<file path="src/assert_macros.svh">
// Concurrent assertion macros for the LWE bit decrypt block
`ifndef ASSERT_MACROS_SVH
`define ASSERT_MACROS_SVH

`ifndef SYNTHESIS

`define LBDP_ASSERT(label, clk, rst_n, prop) \
    label: assert property (@(posedge clk) disable iff (!rst_n) prop) \
        else $error("lbdp assertion failed");

`define LBDP_ASSERT_NEXT(label, clk, rst_n, pre, post) \
    label: assert property (@(posedge clk) disable iff (!rst_n) (pre) |=> (post)) \
        else $error("lbdp assertion failed");

`else

`define LBDP_ASSERT(label, clk, rst_n, prop)

`define LBDP_ASSERT_NEXT(label, clk, rst_n, pre, post)

`endif

`endif

</file>
<file path="src/lbdp_pkg.sv">
package lbdp_pkg;

    localparam int MODULUS    = 251;
    localparam int KEY_LENGTH = 8;
    localparam int COEF_W     = 8;
    localparam int PROD_W     = 2 * COEF_W;
    localparam int SUM_MAX    = KEY_LENGTH * (2**COEF_W - 1) * (2**COEF_W - 1);
    localparam int SUM_W      = $clog2(SUM_MAX + 1);
    localparam int HALF       = MODULUS / 2;
    localparam int FOLD       = 2**COEF_W - MODULUS;
    localparam int FOLD1_MAX  = ((2**SUM_W - 1) >> COEF_W) * FOLD + (2**COEF_W - 1);
    localparam int FOLD1_W    = $clog2(FOLD1_MAX + 1);
    localparam int FOLD2_MAX  = ((2**FOLD1_W - 1) >> COEF_W) * FOLD + (2**COEF_W - 1);
    localparam int FOLD2_W    = $clog2(FOLD2_MAX + 1);
    localparam int KEY_W      = 8 * COEF_W;
    localparam int IN_DATA_W  = (KEY_LENGTH + 1) * COEF_W;
    localparam int BYTE_W     = 8;
    localparam int CNT_W      = $clog2(BYTE_W);
    localparam int PART_W     = BYTE_W - 1;

    typedef struct packed {
        logic valid;
        logic start;
    } pipe_ctl_t;

    typedef logic [KEY_LENGTH-1:0][COEF_W-1:0] coef_vec_t;

endpackage

</file>
<file path="src/lbdp_dot.sv">
module lbdp_dot
    import lbdp_pkg::*;
(
    input  logic               clk,
    input  logic               rst_n,
    input  logic               advance,
    input  pipe_ctl_t          in_ctl,
    input  coef_vec_t          mask,
    input  logic [COEF_W-1:0]  body,
    input  logic [KEY_W-1:0]   secret_key,
    output pipe_ctl_t          sum_ctl,
    output logic [SUM_W-1:0]   sum,
    output logic [COEF_W-1:0]  sum_body
);

    pipe_ctl_t                              prod_ctl_reg;
    logic [KEY_LENGTH-1:0][PROD_W-1:0]      prod_reg;
    logic [KEY_LENGTH-1:0][PROD_W-1:0]      prod_next;
    logic [COEF_W-1:0]                      prod_body_reg;
    pipe_ctl_t                              sum_ctl_reg;
    logic [SUM_W-1:0]                       sum_reg;
    logic [SUM_W-1:0]                       sum_next;
    logic [COEF_W-1:0]                      sum_body_reg;

    always_comb
    begin
        for (int j = 0; j < KEY_LENGTH; j++)
        begin
            prod_next[j] = PROD_W'(mask[j]) * PROD_W'(secret_key[j*COEF_W +: COEF_W]);
        end
    end

    always_comb
    begin
        sum_next = '0;
        for (int j = 0; j < KEY_LENGTH; j++)
        begin
            sum_next = sum_next + SUM_W'(prod_reg[j]);
        end
    end

    always_ff @(posedge clk or negedge rst_n)
    begin
        if (!rst_n)
        begin
            prod_ctl_reg <= '0;
            sum_ctl_reg  <= '0;
        end
        else if (advance)
        begin
            prod_ctl_reg <= in_ctl;
            sum_ctl_reg  <= prod_ctl_reg;
        end
    end

    always_ff @(posedge clk)
    begin
        if (advance)
        begin
            prod_reg      <= prod_next;
            prod_body_reg <= body;
            sum_reg       <= sum_next;
            sum_body_reg  <= prod_body_reg;
        end
    end

    assign sum_ctl  = sum_ctl_reg;
    assign sum      = sum_reg;
    assign sum_body = sum_body_reg;

endmodule

</file>
<file path="src/lbdp_reduce.sv">
`include "assert_macros.svh"

module lbdp_reduce
    import lbdp_pkg::*;
(
    input  logic               clk,
    input  logic               rst_n,
    input  logic               advance,
    input  pipe_ctl_t          sum_ctl,
    input  logic [SUM_W-1:0]   sum,
    input  logic [COEF_W-1:0]  sum_body,
    output pipe_ctl_t          red_ctl,
    output logic [COEF_W-1:0]  acc,
    output logic [COEF_W-1:0]  red_body
);

    pipe_ctl_t            red_ctl_reg;
    logic [COEF_W-1:0]    acc_reg;
    logic [COEF_W-1:0]    acc_next;
    logic [COEF_W-1:0]    body_reg;
    logic [COEF_W-1:0]    body_next;
    logic [FOLD1_W-1:0]   fold1;
    logic [FOLD2_W-1:0]   fold2;

    // fold the bits above the low byte back in: 2^8 is congruent to FOLD
    always_comb
    begin
        fold1 = FOLD1_W'(sum[SUM_W-1:COEF_W]) * FOLD1_W'(FOLD)
              + FOLD1_W'(sum[COEF_W-1:0]);
        fold2 = FOLD2_W'(fold1[FOLD1_W-1:COEF_W]) * FOLD2_W'(FOLD)
              + FOLD2_W'(fold1[COEF_W-1:0]);
        if (fold2 >= FOLD2_W'(MODULUS))
        begin
            acc_next = COEF_W'(fold2 - FOLD2_W'(MODULUS));
        end
        else
        begin
            acc_next = COEF_W'(fold2);
        end
        if (sum_body >= COEF_W'(MODULUS))
        begin
            body_next = sum_body - COEF_W'(MODULUS);
        end
        else
        begin
            body_next = sum_body;
        end
    end

    always_ff @(posedge clk or negedge rst_n)
    begin
        if (!rst_n)
        begin
            red_ctl_reg <= '0;
        end
        else if (advance)
        begin
            red_ctl_reg <= sum_ctl;
        end
    end

    always_ff @(posedge clk)
    begin
        if (advance)
        begin
            acc_reg  <= acc_next;
            body_reg <= body_next;
        end
    end

    assign red_ctl  = red_ctl_reg;
    assign acc      = acc_reg;
    assign red_body = body_reg;

    `LBDP_ASSERT(a_residue_range, clk, rst_n,
        red_ctl_reg.valid |-> (acc_reg < COEF_W'(MODULUS) && body_reg < COEF_W'(MODULUS)))

endmodule

</file>
<file path="src/lbdp_pack.sv">
`include "assert_macros.svh"

module lbdp_pack
    import lbdp_pkg::*;
(
    input  logic               clk,
    input  logic               rst_n,
    input  logic               advance,
    input  logic               out_ready,
    input  pipe_ctl_t          red_ctl,
    input  logic [COEF_W-1:0]  acc,
    input  logic [COEF_W-1:0]  red_body,
    output logic               out_valid,
    output logic [BYTE_W-1:0]  out_byte
);

    logic [PART_W-1:0]  partial_reg;
    logic [PART_W-1:0]  partial_next;
    logic [CNT_W-1:0]   count_reg;
    logic [CNT_W-1:0]   count_next;
    logic               out_valid_reg;
    logic               out_valid_next;
    logic [BYTE_W-1:0]  out_byte_reg;
    logic [BYTE_W-1:0]  out_byte_next;
    logic [COEF_W:0]    d_sum;
    logic [COEF_W-1:0]  d;
    logic [COEF_W-1:0]  mirror;
    logic [COEF_W-1:0]  dist0;
    logic [COEF_W-1:0]  dist1;
    logic               bit_val;
    logic [PART_W-1:0]  part_eff;
    logic [CNT_W-1:0]   cnt_eff;

    always_comb
    begin
        d_sum = (COEF_W+1)'(red_body) + (COEF_W+1)'(MODULUS) - (COEF_W+1)'(acc);
        if (d_sum >= (COEF_W+1)'(MODULUS))
        begin
            d = COEF_W'(d_sum - (COEF_W+1)'(MODULUS));
        end
        else
        begin
            d = COEF_W'(d_sum);
        end
        mirror = COEF_W'(MODULUS) - d;
        dist0  = (d < mirror) ? d : mirror;
        dist1  = (d >= COEF_W'(HALF)) ? d - COEF_W'(HALF) : COEF_W'(HALF) - d;
        bit_val = dist1 < dist0;
    end

    always_comb
    begin
        partial_next   = partial_reg;
        count_next     = count_reg;
        out_byte_next  = out_byte_reg;
        out_valid_next = out_valid_reg && !out_ready;
        part_eff       = red_ctl.start ? '0 : partial_reg;
        cnt_eff        = red_ctl.start ? '0 : count_reg;
        if (advance && red_ctl.valid)
        begin
            if (cnt_eff == CNT_W'(BYTE_W - 1))
            begin
                out_byte_next  = {part_eff, bit_val};
                out_valid_next = 1'b1;
                partial_next   = '0;
                count_next     = '0;
            end
            else
            begin
                partial_next = {part_eff[PART_W-2:0], bit_val};
                count_next   = cnt_eff + CNT_W'(1);
            end
        end
    end

    always_ff @(posedge clk or negedge rst_n)
    begin
        if (!rst_n)
        begin
            partial_reg   <= '0;
            count_reg     <= '0;
            out_valid_reg <= 1'b0;
        end
        else
        begin
            partial_reg   <= partial_next;
            count_reg     <= count_next;
            out_valid_reg <= out_valid_next;
        end
    end

    always_ff @(posedge clk)
    begin
        out_byte_reg <= out_byte_next;
    end

    assign out_valid = out_valid_reg;
    assign out_byte  = out_byte_reg;

    `LBDP_ASSERT(a_emit_clears_count, clk, rst_n,
        $rose(out_valid_reg) |-> (count_reg == '0 && partial_reg == '0))

    `LBDP_ASSERT_NEXT(a_stall_holds_state, clk, rst_n, !advance,
        $stable(partial_reg) && $stable(count_reg))

endmodule

</file>
<file path="src/lwe_bit_decrypt_byte_pack_unit.sv">
// Channel     Direction  tdata                                  tuser
// s_axis      in         mask_0..mask_7, body (8 bits each)     message_start
// m_axis      out        plain_byte                             -
// cfg         in         secret_key (64 bits, write only)       -
//
// One request per cycle is accepted while the pipeline advances; a byte leaves after
// every eighth request. Its accepting edge loads the input register; the product, sum,
// reduce and output registers follow, and the byte is valid from the output register.
// All stages advance together, gated by the output register being free or taken.
// Reset clears the key, the partial byte, and all valid flags.
module lwe_bit_decrypt_byte_pack_unit
    import lbdp_pkg::*;
(
    input  logic                  clk,
    input  logic                  rst_n,
    input  logic                  s_axis_tvalid,
    output logic                  s_axis_tready,
    input  logic [IN_DATA_W-1:0]  s_axis_tdata,   // mask_0 .. mask_7, body
    input  logic                  s_axis_tuser,   // message_start
    output logic                  m_axis_tvalid,
    input  logic                  m_axis_tready,
    output logic [BYTE_W-1:0]     m_axis_tdata,   // plain_byte
    input  logic                  cfg_we,
    input  logic [KEY_W-1:0]      cfg_wdata
);

    logic                 advance;
    logic [KEY_W-1:0]     key_reg;
    pipe_ctl_t            in_ctl_reg;
    coef_vec_t            mask_reg;
    logic [COEF_W-1:0]    body_reg;
    pipe_ctl_t            sum_ctl;
    logic [SUM_W-1:0]     sum;
    logic [COEF_W-1:0]    sum_body;
    pipe_ctl_t            red_ctl;
    logic [COEF_W-1:0]    acc;
    logic [COEF_W-1:0]    red_body;

    assign advance       = !m_axis_tvalid || m_axis_tready;
    assign s_axis_tready = advance;

    always_ff @(posedge clk or negedge rst_n)
    begin
        if (!rst_n)
        begin
            key_reg    <= '0;
            in_ctl_reg <= '0;
        end
        else
        begin
            if (cfg_we)
            begin
                key_reg <= cfg_wdata;
            end
            if (advance)
            begin
                in_ctl_reg.valid <= s_axis_tvalid;
                in_ctl_reg.start <= s_axis_tuser;
            end
        end
    end

    always_ff @(posedge clk)
    begin
        if (advance)
        begin
            for (int j = 0; j < KEY_LENGTH; j++)
            begin
                mask_reg[j] <= s_axis_tdata[j*COEF_W +: COEF_W];
            end
            body_reg <= s_axis_tdata[KEY_LENGTH*COEF_W +: COEF_W];
        end
    end

    lbdp_dot u_dot (
        .clk        (clk),
        .rst_n      (rst_n),
        .advance    (advance),
        .in_ctl     (in_ctl_reg),
        .mask       (mask_reg),
        .body       (body_reg),
        .secret_key (key_reg),
        .sum_ctl    (sum_ctl),
        .sum        (sum),
        .sum_body   (sum_body)
    );

    lbdp_reduce u_reduce (
        .clk      (clk),
        .rst_n    (rst_n),
        .advance  (advance),
        .sum_ctl  (sum_ctl),
        .sum      (sum),
        .sum_body (sum_body),
        .red_ctl  (red_ctl),
        .acc      (acc),
        .red_body (red_body)
    );

    lbdp_pack u_pack (
        .clk       (clk),
        .rst_n     (rst_n),
        .advance   (advance),
        .out_ready (m_axis_tready),
        .red_ctl   (red_ctl),
        .acc       (acc),
        .red_body  (red_body),
        .out_valid (m_axis_tvalid),
        .out_byte  (m_axis_tdata)
    );

endmodule

</file>
<file path="config.mk">
export PLATFORM = sky130hd
export DESIGN_NAME = lwe_bit_decrypt_byte_pack_unit
export DESIGN_NICKNAME = d
export VERILOG_FILES = /design/src/lbdp_pkg.sv /design/src/lbdp_dot.sv /design/src/lbdp_reduce.sv /design/src/lbdp_pack.sv /design/src/lwe_bit_decrypt_byte_pack_unit.sv
export VERILOG_INCLUDE_DIRS = /design/src /design/src/src
export SDC_FILE = /design/constraint.sdc
export NUM_CORES = 2
export LEC_CHECK = 0
export ABC_AREA = 1
export BUFFER_PORTS_ARGS = -buffer_cell sky130_fd_sc_hd__buf_2
export CAP_MARGIN = 20
export CORE_AREA = 2 2 244 246
export CTS_CLUSTER_SIZE = 25
export DETAILED_ROUTE_END_ITERATION = 10
export DIE_AREA = 0 0 246 248
export PLACE_DENSITY = 0.78
export SYNTH_ARGS = -nofsm -noshare
export SYNTH_HDL_FRONTEND = slang
export SYNTH_SLANG_ARGS = --single-unit
</file>
<file path="constraint.sdc">
create_clock -name clk -period 8.24 [get_ports clk]
set_clock_uncertainty 0.2 [all_clocks]
set_input_delay 0 -clock clk [delete_from_list [all_inputs] [get_ports clk]]
set_output_delay 0 -clock clk [all_outputs]
set_load 0.02 [all_outputs]
</file>
======== Yosys cells after proc, flatten, opt, wreduce, memory -nomap -nowiden ========
Index checks and enable logic that the tools add are counted.
storage, ports and cells
  RAM bits ................................ 0
  memories ................................ 0
  bits in registers ....................... 342
  logic and storage cells ................. 88
  input bits .............................. 142
  output and inout port bits .............. 10
  memory bits (read-only) ................. 0
  latch bits .............................. 0
operators by class
  bitwise operators ....................... 0
  muxes and demuxes ....................... 11
  reduce and logical (&&, ||, !) cells .... 6
  eq/ne operators ......................... 1
  add/subtract/negate cells ............... 18
  multipliers ............................. 10
  divide/modulo/power cells ............... 0
  $lt $le $gt $ge ......................... 6
  shifts and indexed selects .............. 0
operator list
  operator                                                            number
  multiplier 8 x 8 -> 16 bit                                          8
  adder 19 x 16 -> 19 bit                                             6
  2-to-1 mux 8 bit                                                    5
  subtractor 8 bit, second input constant                             3
  adder 16 x 16 -> 17 bit                                             1
  < comparator 8 bit                                                  2
  adder 14 x 8 -> 14 bit                                              1
  multiplier 11 x 3 -> 14 bit, second input constant                  1
  adder 9 x 8 -> 10 bit                                               1
  greater-or-equal comparator 10 x 8 -> 1 bit, second input constant  1
  adder 8 x 8 -> 9 bit, second input constant                         1
  greater-or-equal comparator 9 x 8 -> 1 bit, second input constant   1
  multiplier 6 x 3 -> 9 bit, second input constant                    1
  subtractor 9 x 8 -> 9 bit                                           1
  greater-or-equal comparator 8 x 7 -> 1 bit, second input constant   1
  greater-or-equal comparator 8 bit, second input constant            1
  subtractor 7 x 8 -> 8 bit, first input constant                     1
  subtractor 8 x 7 -> 8 bit, second input constant                    1
  subtractor 8 bit, first input constant                              1
  2-to-1 mux 7 bit                                                    1
  2-to-1 mux 3 bit                                                    2
  2-to-1 mux 6 bit                                                    1
  adder 3 x 1 -> 3 bit, second input constant                         1
  == test 3 bit, second input constant                                1
  5 further kinds                                                     8

======== Logic depth before layout (Yosys ltp) ========
  word-level depth ........................ 9
  depth in mapped cells ................... 34
  depth with buffers taken out ............ 34

======== By module ========
A second synthesis with hierarchy kept.
second synthesis, totals
  cell total of the unflattened synthesis .. 4524
  area, all modules ....................... 37302.0 um2
by module, submodules not included
  module                          cells each  area each (um2)  seq. area each (um2)  times used
  lbdp_dot                        3539        27391.3          4994.8                1
  lwe_bit_decrypt_byte_pack_unit  352         5094.9           3813.7                1
  lbdp_reduce                     307         2487.4           530.5                 1
  lbdp_pack                       326         2328.5           515.5                 1

======== Worst setup path before layout ========
OpenSTA, ideal clock, no wires.
  path kind ............................... flip-flop to flip-flop
  start ................................... register u_pack.out_valid_reg (netlist: u_pack.out_valid)
  end ..................................... register u_pack.out_valid_reg (netlist: u_pack.out_valid)
  required time ........................... 7522 ps
  setup slack ............................. -864 ps
  stages on the path, launching flop included .. 6
  path buffers ............................ 1
  setup time .............................. 518 ps
  arrival ................................. 8387 ps
  clock period less this slack ............ 9104 ps
  path through ............................ dfrtp_1 inv_1 nor2_1 inv_1 clkbuf_1 o21ai_0
between the ends
  cells in the longest elaborated chain, start to end .. 4
  elaborated cells on any way between the ends .. 6
  those cells by class .................... 2 x mux; 4 x reduce/logical
ends and longest elaborated chain
  what                             RTL line                              RTL
  from (decl)                      lbdp_pack.sv:21                       logic out_valid_reg;
  from (signal assigned)           lbdp_pack.sv:88                       out_valid_reg <= out_valid_next;
  logical NOT 1 bit                lwe_bit_decrypt_byte_pack_unit.sv:39  assign advance = !m_axis_tvalid || m_axis_tready;
  logical OR 1 bit                 lwe_bit_decrypt_byte_pack_unit.sv:39
  named net s_axis_tready          lwe_bit_decrypt_byte_pack_unit.sv:17  output logic s_axis_tready,
  logical AND 1 bit                lbdp_pack.sv:59                       if (advance && red_ctl.valid)
  2-to-1 mux 1 bit                 lbdp_pack.sv:59
  named net u_pack.out_valid_next  lbdp_pack.sv:22                       logic out_valid_next;
The timed path passes the listed nets, and every way through them passes these cells.
A chain may end at the register's enable or synchronous reset.

======== Final worst setup path ========
  start ................................... register u_dot.sum_reg[10] (netlist: u_dot.sum[10])
  end ..................................... register u_reduce.acc_reg[7] (netlist: u_reduce.acc[7]) (data pin)
between the ends
  cells in the longest elaborated chain, start to end .. 6
  elaborated cells on any way between the ends .. 7
  those cells by class .................... 3 x add/sub; 2 x mul; 1 x order compare; 1 x mux
ends and longest elaborated chain
  what                                                                                    RTL line                              RTL
  from (decl)                                                                             lbdp_dot.sv:21                        logic [SUM_W-1:0] sum_reg;
  from (signal assigned)                                                                  lbdp_dot.sv:62                        sum_reg <= sum_next;
  multiplier 11 x 3 -> 14 bit (*)                                                         lbdp_reduce.sv:28                     fold1 = FOLD1_W'(sum[SUM_W-1:COEF_W]) * FOLD1_W'(FOLD)
  adder 14 x 8 -> 14 bit (*)                                                              lbdp_reduce.sv:29                     + FOLD1_W'(sum[COEF_W-1:0]);
  multiplier 6 x 3 -> 9 bit                                                               lbdp_reduce.sv:30                     fold2 = FOLD2_W'(fold1[FOLD1_W-1:COEF_W]) * FOLD2_W'(FOLD)
  adder 9 x 8 -> 10 bit (*)                                                               lbdp_reduce.sv:31                     + FOLD2_W'(fold1[COEF_W-1:0]);
  subtractor 8 bit / greater-or-equal comparator 10 x 8 -> 1 bit (equally long branches)  lbdp_reduce.sv:34, lbdp_reduce.sv:32
  2-to-1 mux 8 bit (*)                                                                    lbdp_reduce.sv:32                     if (fold2 >= FOLD2_W'(MODULUS))
  named net u_reduce.acc_next[7]                                                          lbdp_reduce.sv:19                     logic [COEF_W-1:0] acc_next;
  to (signal assigned)                                                                    lbdp_reduce.sv:66                     acc_reg <= acc_next;
  to (decl)                                                                               lbdp_reduce.sv:18                     logic [COEF_W-1:0] acc_reg;
Mark *: on every way through the listed nets, which the timed path passes. The rest lies on a longest branch.

==> impl_metrics.env <==
export IMPL_drcViolationCount=0
export IMPL_avgSynthCellArea_um2=9.547
export IMPL_yosysSeqAreaShare_pct=29.38
export IMPL_required_ps=8350
export IMPL_finalHoldViolCount=0
export IMPL_worst_r2r_cell_count=32
export IMPL_yosysMostFrequentCell="inv_1"
export IMPL_synth_area_leaders="edfxtp_1 23%, fa_1 23%, ha_1 15%"
export IMPL_layout_drive_gt1_share_pct=8.647
export IMPL_die_y_um=248
export IMPL_status="completed"
export IMPL_synthTopCellsByCount="931 x inv_1, 672 x nand2_1, 403 x ha_1"
export IMPL_gr_total_overflow=0
export IMPL_dieArea_um2=61010
export IMPL_synth_ff_type="edfxtp_1"
export IMPL_clock_latency_ps=590
export IMPL_drv_cap=0
export IMPL_synth_edf_count=259
export IMPL_setup_viol=0
export IMPL_max_stage_delay_ps=530
export IMPL_synth_cell_type_count=48
export IMPL_cp_start_kind="flip-flop"
export IMPL_track_usage_pct=24.21
export IMPL_critPathArrivalTime_ps=7130
export IMPL_antenna_found_initial=0
export IMPL_hold_path_depth=3
export IMPL_synth_async_reset_ratio_pct=24.27
export IMPL_die_width_um=246
export IMPL_drt_iter0_markers=1278
export IMPL_cts_resized=0
export IMPL_grt_start_max_net_pins=180
export IMPL_netlist_area_um2=33540
export IMPL_largest_register_ffs=128
export IMPL_setup_tns_ps=0
export IMPL_cp_max_fo=6
export IMPL_nets=4800
export IMPL_max_slew_margin_pct=33.50
export IMPL_cpMostUsedCell="inv_1"
export IMPL_netlist_area_leader_share_pct=23.19
export IMPL_fin_util_pct=67.17
export IMPL_yosys_warnings=0
export IMPL_wl_um=70250
export IMPL_layout_min_cycle_time_ps=7025
export IMPL_dr_pass1_iters=5
export IMPL_cts_buffer_depth=3
export IMPL_synth_seq_cells=342
export IMPL_criticalPathCategory="flip-flop to flip-flop"
export IMPL_maxSlewViolCount=0
export IMPL_clkTransAtPathRegs_ps=60
export IMPL_place_congestion=0.9329
export IMPL_slowest_stage="fa_1"
export IMPL_initial_core_util_pct=57.37
export IMPL_portBuffers=151
export IMPL_vias=23610
export IMPL_htreeDepth=2
export IMPL_synth_top_cell_by_area="edfxtp_1"
export IMPL_cts_buffers=41
export IMPL_io_pins=152
export IMPL_grt_pass1_vias=25250
export IMPL_core_um2=58460
export IMPL_tightest_slew_ps=997.5
export IMPL_rsz0062_at_grt="no"
export IMPL_period_share_pct=85.25
export IMPL_n_antenna_cell=0
export IMPL_synth_cells=3513
export IMPL_fmax_ghz=0.1424
export IMPL_cts_root_buf="clkbuf_16"
export IMPL_rows=89
export IMPL_postCtsHoldBufs=305
export IMPL_cts_tree="done"
export IMPL_synthToLayoutAreaGrowth_pct=17.09
export IMPL_avgViaCountPerCell=5.042
export IMPL_dp_hpwl_um=51250
export IMPL_routedWlPerCell_um=15.00
export IMPL_cts_sinks=342
export IMPL_ant_nets=0
export IMPL_critPathCaptureType="flip-flop"
export IMPL_postCtsSetupRepairBufs=0
export IMPL_syn_nets=4437
export IMPL_min_path_type="input port to flip-flop"
export IMPL_grt_pass1_wl_um=118700
==> critical path: cells and delay by family (launching register included) <==
family,cells,cell delay (ps)
flops,1,420
buf+inv,7,410
fa+ha+maj,6,2270
simple gates,7,830
compound gates,9,2200
xor+xnor,3,470
==> area by class of cell <==
type | instances | area (µm²)
clock buffer | 51 | 1116
clock inverter | 25 | 300.3
fill | 4377 | 19190
inverter | 937 | 3533
multi-input combinational | 2096 | 19640
sequential | 342 | 9854
tap | 773 | 967.2
timing repair buffer | 458 | 3859
==> metrics by stage <==
stage / area, µm² / std cells / setup WS, ps / hold WS, ps
4_1_cts: 39270 / 4682 / 1185 / 1.962
2_1_floorplan: 33540 / 3513 / 1951 / -495.6
5_1_grt: 39270 / 4682 / 669.2 / 31.65
3_5_place_dp: 34780 / 4301 / 1197 / -173.9
6_report: 39270 / 4682 / 1215 / 24.70
3_3_place_gp: 34780 / 4301 / 1550 / -175.7
==> routing by layer <==
| metal | routed length [µm] | track usage (%) | vias to the layer above | share of wire (%) |
|---|---|---|---|---|
| met2 | 35580 | 42.71 | 586 | 51 |
| met5 | 0 | 0 | - | 0 |
| met4 | 2633 | 9.697 | 0 | 3.7 |
| met1 | 28920 | 29.94 | 11520 | 41 |
| met3 | 3116 | 3.536 | 160 | 4.4 |
| li1 | - | - | 11340 | - |
==> kinds of logic after synthesis <==
group | share of synthesized area [%]
compound gates | 4.044
xor+xnor | 4.175
fa+ha+maj | 37.66
buf+inv | 12.06
flops | 29.38
mux | 2.183
simple gates | 10.50
==> path summary, 6_finish.rpt <==
kind | from | endpoint | slack (ps)
hold / removal | cfg_wdata[23] | key_reg[23] | 20
setup reg to reg | u_dot.sum[10] | u_reduce.acc[7] | 1220
hold reg to reg | body_reg[4] | u_dot.prod_body_reg[4] | 220
max in group asynchronous | rst_n | key_reg[11] | 6800
setup / recovery | u_dot.sum[10] | u_reduce.acc[7] | 1220
min in group asynchronous | rst_n | key_reg[61] | 350
==> cells in the final DEF, fill, tap and decap left out, types with 11 or more instances in the layout <==
cell and instances:
clkbuf_16 43, fa_1 379, nand3_1 31, mux2_2 65, nand2_4 11, ha_1 403, nand2_1 672, dlygate4sd3_1 304
dfrtp_1 83, nand2_2 12, buf_2 149, xnor2_1 41, xor2_1 117, inv_1 930, nor2_1 84, o21ai_0 50
edfxtp_1 259, o21bai_1 26, a21oi_1 128
Power is not shown: default switching activity piles up to over one toggle a cycle in this logic, so the estimate is an artifact.
